==> config.mk <==
export PLATFORM = sky130hd
export DESIGN_NAME = consensus_leader_election
export DESIGN_NICKNAME = d
export VERILOG_FILES = /design/src/sv/cle_pkg.sv /design/src/sv/consensus_leader_election.sv /design/src/sv/cle_modu.sv
export SDC_FILE = /design/constraint.sdc
export NUM_CORES = 1
export LEC_CHECK = 0
export BUFFER_PORTS_ARGS = -buffer_cell sky130_fd_sc_hd__buf_2
export CORE_ASPECT_RATIO = 0.8
export CORE_MARGIN = 3
export CORE_UTILIZATION = 55
export DETAILED_ROUTE_END_ITERATION = 7
export PLACE_DENSITY = 0.87
export RECOVER_POWER = 100
export REMOVE_ABC_BUFFERS = 1
export SETUP_SLACK_MARGIN = 0.02
export SYNTH_ARGS = -nofsm -noshare
export SYNTH_HDL_FRONTEND = slang
export SYNTH_HIERARCHICAL = 1
export SYNTH_SLANG_ARGS = --single-unit
export TNS_END_PERCENT = 5
==> constraint.sdc <==
create_clock -name clk -period 8.8 [get_ports clk]
set_input_delay 1.76 -clock clk [delete_from_list [all_inputs] [get_ports clk]]
set_output_delay 1.76 -clock clk [all_outputs]
set_load 0.1 [all_outputs]
==> src/sv/cle_pkg.sv <==
`timescale 1ns / 1ps
// ----------------------------------------------------------------------------
// cle_pkg - shared types and constants for the leader election engine
// Role, op and register codes, sequencer states, modulo unit status.
// ----------------------------------------------------------------------------
package cle_pkg;

  localparam int TERM_W  = 32;
  localparam int ID_W    = 16;
  localparam int TMO_W   = 16;
  localparam int CNT_W   = 5;
  localparam int SPAN_W  = TMO_W + 1;

  localparam logic [1:0] ROLE_FOLLOWER  = 2'd0;
  localparam logic [1:0] ROLE_CANDIDATE = 2'd1;
  localparam logic [1:0] ROLE_LEADER    = 2'd2;

  localparam logic [1:0] OP_TICK      = 2'd0;
  localparam logic [1:0] OP_VOTE_REQ  = 2'd1;
  localparam logic [1:0] OP_VOTE_RESP = 2'd2;
  localparam logic [1:0] OP_HEARTBEAT = 2'd3;

  localparam logic [1:0] CFG_TIMEOUT_MIN = 2'd0;
  localparam logic [1:0] CFG_TIMEOUT_MAX = 2'd1;
  localparam logic [1:0] CFG_OWN_ID      = 2'd2;

  localparam logic [CNT_W-1:0] TALLY_MAX = 5'd31;
  localparam logic [TERM_W-1:0] TERM_MAX = 32'hFFFF_FFFF;

  localparam logic [TMO_W-1:0] TIMEOUT_MIN_RST = 16'd150;
  localparam logic [TMO_W-1:0] TIMEOUT_MAX_RST = 16'd300;
  localparam logic [ID_W-1:0]  OWN_ID_RST      = 16'd1;

  typedef enum logic [1:0] {
    ST_IDLE,
    ST_EVAL,
    ST_MOD,
    ST_DONE
  } cle_state_t;

  typedef struct packed {
    logic busy;
    logic done;
  } cle_mod_stat_t;

endpackage

==> src/sv/consensus_leader_election.sv <==
`timescale 1ns / 1ps
// ----------------------------------------------------------------------------
// consensus_leader_election - Raft-style election engine
// Keeps role, term, vote, tally and election countdown; one result per beat.
// ----------------------------------------------------------------------------
// Usage:
//   in_*  : one beat per event. in_tuser carries the op (tick, vote request,
//           vote response, heartbeat); in_tdata carries the message fields.
//   out_* : exactly one result beat per input beat, in order, holding the
//           role, term, vote, leader and the three event flags.
//   cfg_* : register writes (timeout min, timeout max, own id), always
//           ready; write only while the engine is idle.
// Sequence: an accepted beat is evaluated in ST_EVAL; when a timeout rearm
//   is needed, ST_MOD computes draw mod span in a serial remainder unit that
//   shifts in one dividend bit per step and then waits for its done flag;
//   ST_DONE loads the result into the output register.
// Flow: one beat at a time; in_tready is high only in the idle state, so no
//   new beat is accepted until the last result is loaded, which a stall delays.
// Reset: rst_n synchronous, active low. Role follower, term, vote, tally,
//   needed and leader zero, countdown at the timeout minimum reset (150).
// Stall: a result waits in the output register; the engine holds its next
//   result until that register is free and takes no new beat meanwhile.
// ----------------------------------------------------------------------------
module consensus_leader_election #(
  parameter int MAX_NODES = 16
) (
  input  logic        clk,
  input  logic        rst_n,
  // input channel
  input  logic        in_tvalid,
  output logic        in_tready,
  // op[1:0]
  input  logic [1:0]  in_tuser,
  // peer_id[15:0], msg_term[47:16], cand_last_index[79:48],
  // cand_last_term[111:80], peer_granted[112], own_last_index[144:113],
  // own_last_term[176:145], alive_count[181:177], random_draw[197:182],
  // zero pad[199:198]
  input  logic [199:0] in_tdata,
  // result channel
  output logic        out_tvalid,
  input  logic        out_tready,
  // role[1:0], term_now[33:2], vote_cast_for[49:34], leader_now[65:50],
  // granted[66], election_started[67], leader_changed[68], pad[71:69]
  output logic [71:0] out_tdata,
  // configuration
  input  logic        cfg_valid,
  output logic        cfg_ready,
  input  logic [1:0]  cfg_index,
  input  logic [15:0] cfg_data
);
  import cle_pkg::*;

  localparam logic [CNT_W-1:0] MaxNodes = CNT_W'(MAX_NODES);

  // configuration registers
  logic [TMO_W-1:0] tmo_min_r, tmo_max_r;
  logic [ID_W-1:0]  own_id_r;

  // engine state
  logic [1:0]        role_r, role_nxt;
  logic [TERM_W-1:0] term_r, term_nxt;
  logic [ID_W-1:0]   voted_r, voted_nxt;
  logic [CNT_W-1:0]  tally_r, tally_nxt;
  logic [CNT_W-1:0]  needed_r, needed_nxt;
  logic [ID_W-1:0]   leader_r, leader_nxt;
  logic [TMO_W-1:0]  cdown_r, cdown_nxt;
  logic              granted_r, granted_nxt;
  logic              started_r, started_nxt;
  logic              changed_r, changed_nxt;
  logic              rearm;

  // latched beat
  logic [1:0]        op_r;
  logic [ID_W-1:0]   peer_r;
  logic [TERM_W-1:0] mterm_r, cidx_r, cterm_r, oidx_r, oterm_r;
  logic              pgrant_r;
  logic [CNT_W-1:0]  alive_r;
  logic [TMO_W-1:0]  draw_r;

  cle_state_t state_r, state_nxt;

  logic              out_tvalid_r, out_tvalid_nxt;
  logic [71:0]       out_tdata_r;
  logic              out_load;

  // modulo unit
  logic              mod_start;
  logic [SPAN_W-1:0] span;
  cle_mod_stat_t     mod_stat;
  logic [TMO_W-1:0]  mod_rem;

  assign span = (tmo_max_r >= tmo_min_r) ?
                ({1'b0, tmo_max_r} - {1'b0, tmo_min_r} + SPAN_W'(1)) : SPAN_W'(1);

  cle_modu u_modu (
    .clk       (clk),
    .rst_n     (rst_n),
    .start     (mod_start),
    .dividend  (draw_r),
    .divisor   (span),
    .stat      (mod_stat),
    .remainder (mod_rem)
  );

  assign cfg_ready = 1'b1;

  always_ff @(posedge clk) begin
    if (!rst_n) begin
      tmo_min_r <= TIMEOUT_MIN_RST;
      tmo_max_r <= TIMEOUT_MAX_RST;
      own_id_r  <= OWN_ID_RST;
    end else if (cfg_valid) begin
      case (cfg_index)
        CFG_TIMEOUT_MIN: tmo_min_r <= cfg_data;
        CFG_TIMEOUT_MAX: tmo_max_r <= cfg_data;
        CFG_OWN_ID:      own_id_r  <= cfg_data;
        default:         ;
      endcase
    end
  end

  // latch the beat
  always_ff @(posedge clk) begin
    if (in_tvalid && in_tready) begin
      op_r     <= in_tuser;
      peer_r   <= in_tdata[15:0];
      mterm_r  <= in_tdata[47:16];
      cidx_r   <= in_tdata[79:48];
      cterm_r  <= in_tdata[111:80];
      pgrant_r <= in_tdata[112];
      oidx_r   <= in_tdata[144:113];
      oterm_r  <= in_tdata[176:145];
      alive_r  <= in_tdata[181:177];
      draw_r   <= in_tdata[197:182];
    end
  end

  // election rules, evaluated in ST_EVAL
  always_comb begin
    logic log_ok;
    logic [CNT_W-1:0] alive_c;
    role_nxt    = role_r;
    term_nxt    = term_r;
    voted_nxt   = voted_r;
    tally_nxt   = tally_r;
    needed_nxt  = needed_r;
    leader_nxt  = leader_r;
    cdown_nxt   = cdown_r;
    granted_nxt = 1'b0;
    started_nxt = 1'b0;
    changed_nxt = 1'b0;
    rearm       = 1'b0;
    log_ok      = (cterm_r > oterm_r) || ((cterm_r == oterm_r) && (cidx_r >= oidx_r));
    alive_c     = (alive_r > MaxNodes) ? MaxNodes : alive_r;
    case (op_r)
      OP_TICK: begin
        if (role_r != ROLE_LEADER) begin
          if (cdown_r <= TMO_W'(1)) begin
            if (term_r != TERM_MAX) term_nxt = term_r + TERM_W'(1);
            role_nxt    = ROLE_CANDIDATE;
            voted_nxt   = own_id_r;
            tally_nxt   = CNT_W'(1);
            needed_nxt  = (alive_c >> 1) + CNT_W'(1);
            rearm       = 1'b1;
            started_nxt = 1'b1;
            // single-node win on the same tick
            if (CNT_W'(1) >= needed_nxt) begin
              role_nxt    = ROLE_LEADER;
              leader_nxt  = own_id_r;
              changed_nxt = 1'b1;
            end
          end else begin
            cdown_nxt = cdown_r - TMO_W'(1);
          end
        end
      end
      OP_VOTE_REQ: begin
        if (mterm_r >= term_r) begin
          if (mterm_r > term_r) begin
            term_nxt  = mterm_r;
            voted_nxt = '0;
            tally_nxt = '0;
            role_nxt  = ROLE_FOLLOWER;
            rearm     = 1'b1;
          end
          if (((voted_nxt == '0) || (voted_nxt == peer_r)) && log_ok) begin
            voted_nxt   = peer_r;
            granted_nxt = 1'b1;
            rearm       = 1'b1;
          end
        end
      end
      OP_VOTE_RESP: begin
        if (role_r == ROLE_CANDIDATE) begin
          if (mterm_r > term_r) begin
            term_nxt  = mterm_r;
            voted_nxt = '0;
            tally_nxt = '0;
            role_nxt  = ROLE_FOLLOWER;
            rearm     = 1'b1;
          end else if ((mterm_r == term_r) && pgrant_r) begin
            if (tally_r < TALLY_MAX) tally_nxt = tally_r + CNT_W'(1);
            if (tally_nxt >= needed_r) begin
              role_nxt    = ROLE_LEADER;
              leader_nxt  = own_id_r;
              changed_nxt = 1'b1;
            end
          end
        end
      end
      OP_HEARTBEAT: begin
        if (mterm_r > term_r) begin
          term_nxt  = mterm_r;
          voted_nxt = '0;
          tally_nxt = '0;
          role_nxt  = ROLE_FOLLOWER;
        end
        if (mterm_r >= term_r) begin
          if (role_nxt == ROLE_CANDIDATE) role_nxt = ROLE_FOLLOWER;
          if (leader_r != peer_r) begin
            leader_nxt  = peer_r;
            changed_nxt = 1'b1;
          end
          rearm = 1'b1;
        end
      end
      default: ;
    endcase
  end

  // sequencer: next state
  always_comb begin
    state_nxt = state_r;
    case (state_r)
      ST_IDLE: if (in_tvalid) state_nxt = ST_EVAL;
      ST_EVAL: state_nxt = rearm ? ST_MOD : ST_DONE;
      ST_MOD:  if (mod_stat.done) state_nxt = ST_DONE;
      ST_DONE: if (!out_tvalid_r || out_tready) state_nxt = ST_IDLE;
      default: state_nxt = ST_IDLE;
    endcase
  end

  // sequencer: outputs
  always_comb begin
    in_tready = 1'b0;
    mod_start = 1'b0;
    out_load  = 1'b0;
    case (state_r)
      ST_IDLE: in_tready = 1'b1;
      ST_EVAL: mod_start = rearm;
      ST_MOD:  ;
      ST_DONE: out_load = !out_tvalid_r || out_tready;
      default: ;
    endcase
  end

  always_comb begin
    out_tvalid_nxt = out_tvalid_r;
    if (out_load) out_tvalid_nxt = 1'b1;
    else if (out_tready) out_tvalid_nxt = 1'b0;
  end

  always_ff @(posedge clk) begin
    if (!rst_n) begin
      state_r      <= ST_IDLE;
      role_r       <= ROLE_FOLLOWER;
      term_r       <= '0;
      voted_r      <= '0;
      tally_r      <= '0;
      needed_r     <= '0;
      leader_r     <= '0;
      cdown_r      <= TIMEOUT_MIN_RST;
      granted_r    <= 1'b0;
      started_r    <= 1'b0;
      changed_r    <= 1'b0;
      out_tvalid_r <= 1'b0;
    end else begin
      state_r      <= state_nxt;
      out_tvalid_r <= out_tvalid_nxt;
      if (state_r == ST_EVAL) begin
        role_r    <= role_nxt;
        term_r    <= term_nxt;
        voted_r   <= voted_nxt;
        tally_r   <= tally_nxt;
        needed_r  <= needed_nxt;
        leader_r  <= leader_nxt;
        cdown_r   <= cdown_nxt;
        granted_r <= granted_nxt;
        started_r <= started_nxt;
        changed_r <= changed_nxt;
      end else if (state_r == ST_MOD && mod_stat.done) begin
        cdown_r <= tmo_min_r + mod_rem;
      end
    end
  end

  always_ff @(posedge clk) begin
    if (out_load) begin
      out_tdata_r <= {3'b000, changed_r, started_r, granted_r,
                      leader_r, voted_r, term_r, role_r};
    end
  end

  assign out_tvalid = out_tvalid_r;
  assign out_tdata  = out_tdata_r;

endmodule

==> src/sv/cle_modu.sv <==
`timescale 1ns / 1ps
// ----------------------------------------------------------------------------
// cle_modu - serial remainder unit
// Restoring remainder, one dividend bit per cycle, over all 16 dividend bits.
// ----------------------------------------------------------------------------
module cle_modu (
  input  logic                         clk,
  input  logic                         rst_n,
  input  logic                         start,
  input  logic [cle_pkg::TMO_W-1:0]    dividend,
  input  logic [cle_pkg::SPAN_W-1:0]   divisor,
  output cle_pkg::cle_mod_stat_t       stat,
  output logic [cle_pkg::TMO_W-1:0]    remainder
);
  import cle_pkg::*;

  logic                busy_r, busy_nxt;
  logic                done_r, done_nxt;
  logic [3:0]          cnt_r, cnt_nxt;
  logic [TMO_W-1:0]    dvd_r, dvd_nxt;
  logic [SPAN_W-1:0]   dvs_r, dvs_nxt;
  logic [TMO_W-1:0]    rem_r, rem_nxt;
  logic [SPAN_W-1:0]   trial;
  logic [SPAN_W-1:0]   diff;

  // remainder stays below divisor, so it fits in 16 bits
  assign trial = {rem_r, dvd_r[TMO_W-1]};
  assign diff  = trial - dvs_r;

  always_comb begin
    busy_nxt = busy_r;
    done_nxt = 1'b0;
    cnt_nxt  = cnt_r;
    dvd_nxt  = dvd_r;
    dvs_nxt  = dvs_r;
    rem_nxt  = rem_r;
    if (start) begin
      busy_nxt = 1'b1;
      cnt_nxt  = 4'd15;
      dvd_nxt  = dividend;
      dvs_nxt  = divisor;
      rem_nxt  = '0;
    end else if (busy_r) begin
      dvd_nxt = {dvd_r[TMO_W-2:0], 1'b0};
      rem_nxt = (trial >= dvs_r) ? diff[TMO_W-1:0] : trial[TMO_W-1:0];
      cnt_nxt = cnt_r - 4'd1;
      if (cnt_r == 4'd0) begin
        busy_nxt = 1'b0;
        done_nxt = 1'b1;
      end
    end
  end

  always_ff @(posedge clk) begin
    if (!rst_n) begin
      busy_r <= 1'b0;
      done_r <= 1'b0;
      cnt_r  <= '0;
    end else begin
      busy_r <= busy_nxt;
      done_r <= done_nxt;
      cnt_r  <= cnt_nxt;
    end
    dvd_r <= dvd_nxt;
    dvs_r <= dvs_nxt;
    rem_r <= rem_nxt;
  end

  assign stat.busy = busy_r;
  assign stat.done = done_r;
  assign remainder = rem_r;

endmodule
======== Yosys cells after proc, flatten, opt, wreduce, memory -nomap -nowiden ========
Index checks and enable logic that the tools add are counted.
storage, ports and cells
  logic and storage cells ................. 218
  bits of input ports ..................... 225
  output and inout bits ................... 75
  register bits after elaboration ......... 470
operators by class
  magnitude comparators ................... 11
  bitwise gates (word level) .............. 2
  reduce and logical (&&, ||, !) cells .... 30
  equal/unequal tests ..................... 35
  mux-type cells .......................... 99
  $add $sub $neg .......................... 9
operators with widths
  cell                     number
  $mux W16                 25
  $mux W32                 6
  $pmux W32 S4             1
  $mux W5                  13
  $eq A32 B32 Y1           2
  $ge A32 B32 Y1           2
  $gt A32 B32 Y1           2
  $pmux W16 S4             1
  $pmux W16 S3             1
  $add A32 B1 Y32 const B  1
  $ne A2 B2 Y1 const B     16
  $ne A32 B32 Y1 const B   1
  $mux W1                  30
  $mux W2                  15
  $pmux W5 S4              1
  $add A17 B1 Y17 const B  1
  $ge A17 B17 Y1           1
  $sub A16 B16 Y17         1
  $add A16 B16 Y16         1
  $eq A16 B16 Y1           1
  $ge A16 B16 Y1           1
  $le A16 B1 Y1 const B    1
  $logic_not A16 Y1        1
  $ne A16 B16 Y1           1
  other kinds (33)         60

======== Longest topological paths before layout ========
  depth after elaboration ................. 12
  gate-level depth with buffers ........... 16

======== Cells and area by module ========
The synthesis kept the hierarchy.
modules (own cells, without submodules)
  module                     cells each  instances  area an instance (um^2)
  consensus_leader_election  1861        1          20231.9
  cle_modu                   310         1          3224.3

======== Worst setup path after synthesis ========
No wires, ideal clock.
  path kind ............................... input to register
  start point ............................. in in_tvalid
  end point ............................... reg alive_r[1] (enable)
  arrival ................................. 6248 ps
  required time ........................... 8217 ps
  stages on the path ...................... 1
  library setup time ...................... 583 ps
  path slack .............................. 1969 ps
  path through ............................ and2_1
on the way
  cells in the longest elaborated chain, start to end .. 1
ends and longest elaborated chain
  what                  line                              text
  from (decl)           consensus_leader_election.sv:30   input logic in_tvalid,
  $logic_and A1 B1 Y1   consensus_leader_election.sv:124  if (in_tvalid && in_tready) begin
  to (signal assigned)  consensus_leader_election.sv:133  alive_r <= in_tdata[181:177];
  to (decl)             consensus_leader_election.sv:77   logic [CNT_W-1:0] alive_r;
Every way passes these cells.
A chain may end at the register's enable or synchronous reset.

======== Final worst setup path ========
  start point ............................. in rst_n
  end point ............................... reg term_r[24]
RTL lines
  what                  line                              text
  from (decl)           consensus_leader_election.sv:28   input logic rst_n,
  to (signal assigned)  consensus_leader_election.sv:282  term_r <= term_nxt;
  to (decl)             consensus_leader_election.sv:61   logic [TERM_W-1:0] term_r, term_nxt;
No word-level cell between the ends.

==> run summary <==
Post-CTS setup repair buffer count: 0
Worst VDD drop: 0.2144 mV
Area grow syn2layout: 13.31%
First-pass GRT wire length: 94220 µm
Crit start category: input pin
Critical-path maximum fanout: 71
PortBufs: 292
Worst clock skew: 0.02528 ns
RD Place Congestion: 0.9376
R2R setup slack: 2.74 ns
CTS clk-pin slew, worst paths: 0.06 ns
Core Area: 0.04200 mm²
Worst endpoint required time: 9.11 ns
Antenna Violating Nets Remaining: 0
Worst Hold Slack: 0.4622 ns
Most common cell after layout, fill and taps aside: edfxtp_1
Cells on worst reg2reg path: 11
Die footprint: 0.04516 mm²
Initial Utilization: 55.83%
Critical R2R Capture: u_modu/dvd_r[13]
Worst-Margin Slew: 4.624 ns
Crit share post-route: 76.03%
Nets: 2834
Clock sinks: 469
Antenna violations before repair: 8
Failing checks: max-capacitance violations, max-slew violations
H-tree levels: 2
Worst setup EP type: flop
Setup TNS Final: 0 ns
Endpoints failing hold: 0
Total CTS buffers: 45
Drt via density: 6.035
Most frequent cells in the layout: edfxtp_1, nand2_1, a21oi_1, buf_2, inv_1
Pins over their slew limit: 356
Final setup vio count: 0
Period minus WS final: 6.691 ns
Row cnt: 67
Via Count: 18184
Worst skew pair latency: 0.59 ns
Max-Cap Viols: 6
Clock Tree Root: clkbuf_16
Setup crit end: term_r[24]
Grt ovf: 0
Post-synthesis cell count: 2170
Crit path DAT: 7.00 ns
DRT iter0 DRCs: 1905
Wire length per cell: 19.87 µm
Number of global-route vias before repair: 17806
CTS resizes: 0
Die Span X: 236.9 µm
CTS Buffer Depth: 3
Pwr Total: 7097 µW
Dpl hpwl: 42510 µm
RSZ-0062 raised after global routing: false
Clock tree from TritonCTS: yes
WL final: 59870 µm
Worst hold-check path type: flop to flop
Critical Path Start: rst_n
Worst slew margin: -208.3%
Pwr per Cell Area: 267.1 mW/mm²
Status: finished with violations
Avg Cell Area, Syn: 10.81 µm²
DRT Pass-1 Iters: 5
Pin count of the biggest net entering global routing: 132
Die H: 190.7 µm
IO Pins: 300
Gr usage total: 25.92%
Yosys Warn Count: 6
DRC violations left: 0
Share of layout cells above drive strength 1: 13.34%
Cell Area, Synth: 0.02345 mm²
Fmax: 149.5 MHz
WS Path Type: input pin to flop
Leakage: 0.01021 µW
Hold_buf cts: 0
R2R Path Start: term_r[23]
[through the flow]
stage               setup WS [ns]  instances  area, µm²  utilization, %
floorplan                  0.2851       2072      22980               -
global placement            4.187       2928      25280           60.18
detailed placement          4.077       2928      25280           60.18
CTS                         3.991       3011      26720           63.63
global route                1.920       3012      26570           63.26
finish                      2.109       3013      26570           63.26
[layout make-up]
class / instances / area [µm²]
multi-input combinational: 1412 / 9886
tap: 552 / 690.7
fill: 3177 / 15430
timing repair buffer: 304 / 1420
sequential: 469 / 12400
inverter: 191 / 716.9
clock inverter: 18 / 197.7
clock buffer: 65 / 1251
antenna: 2 / 5.005
[state kept, by name, indices dropped and copies added, names as in the netlist, 17 cells and up]
| register | cells |
|---|---|
| oidx_r | 32 |
| cidx_r | 32 |
| mterm_r | 32 |
| cterm_r | 32 |
| out_tdata | 69 |
| term_r | 32 |
| u_modu/dvs_r | 17 |
| oterm_r | 32 |
[critical path, stage by stage]
cell	delay [ns]
buf_2	0.09
clkbuf_1	0.82
inv_1	1.23
clkbuf_1	2.61
o32ai_1	0.43
[worst min path at each step]
| stage | cells past startpoint | end | from |
|---|---|---|---|
| 3_3_place_gp | 0 | out_tdata[67] | started_r |
| 6_report | 2 | tmo_max_r[6] | tmo_max_r[6] |
| 2_1_floorplan | 0 | out_tdata[66] | granted_r |
| 3_5_place_dp | 2 | tmo_max_r[6] | tmo_max_r[6] |
| 4_1_cts | 2 | tmo_max_r[6] | tmo_max_r[6] |
| 5_1_grt | 0 | out_tdata[63] | leader_r[13] |
[routing by layer]
metal | up-vias | share of wire [%] | GRT usage (%)
met3 | 145 | 9.7 | 6.405
met1 | 8668 | 41 | 34.04
met4 | 12 | 3.2 | 9.368
met5 | - | 0.12 | 0
met2 | 899 | 46 | 41.99
li1 | 8460 | - | -
[report_power, final]
group | leakage (µW) | switching, µW | internal, µW
logic | 0.00531 | 1390 | 754
clock network | 0.000706 | 844 | 1080
registers | 0.00420 | 227 | 2800
Note: power is estimated with default switching activity, not from simulation.
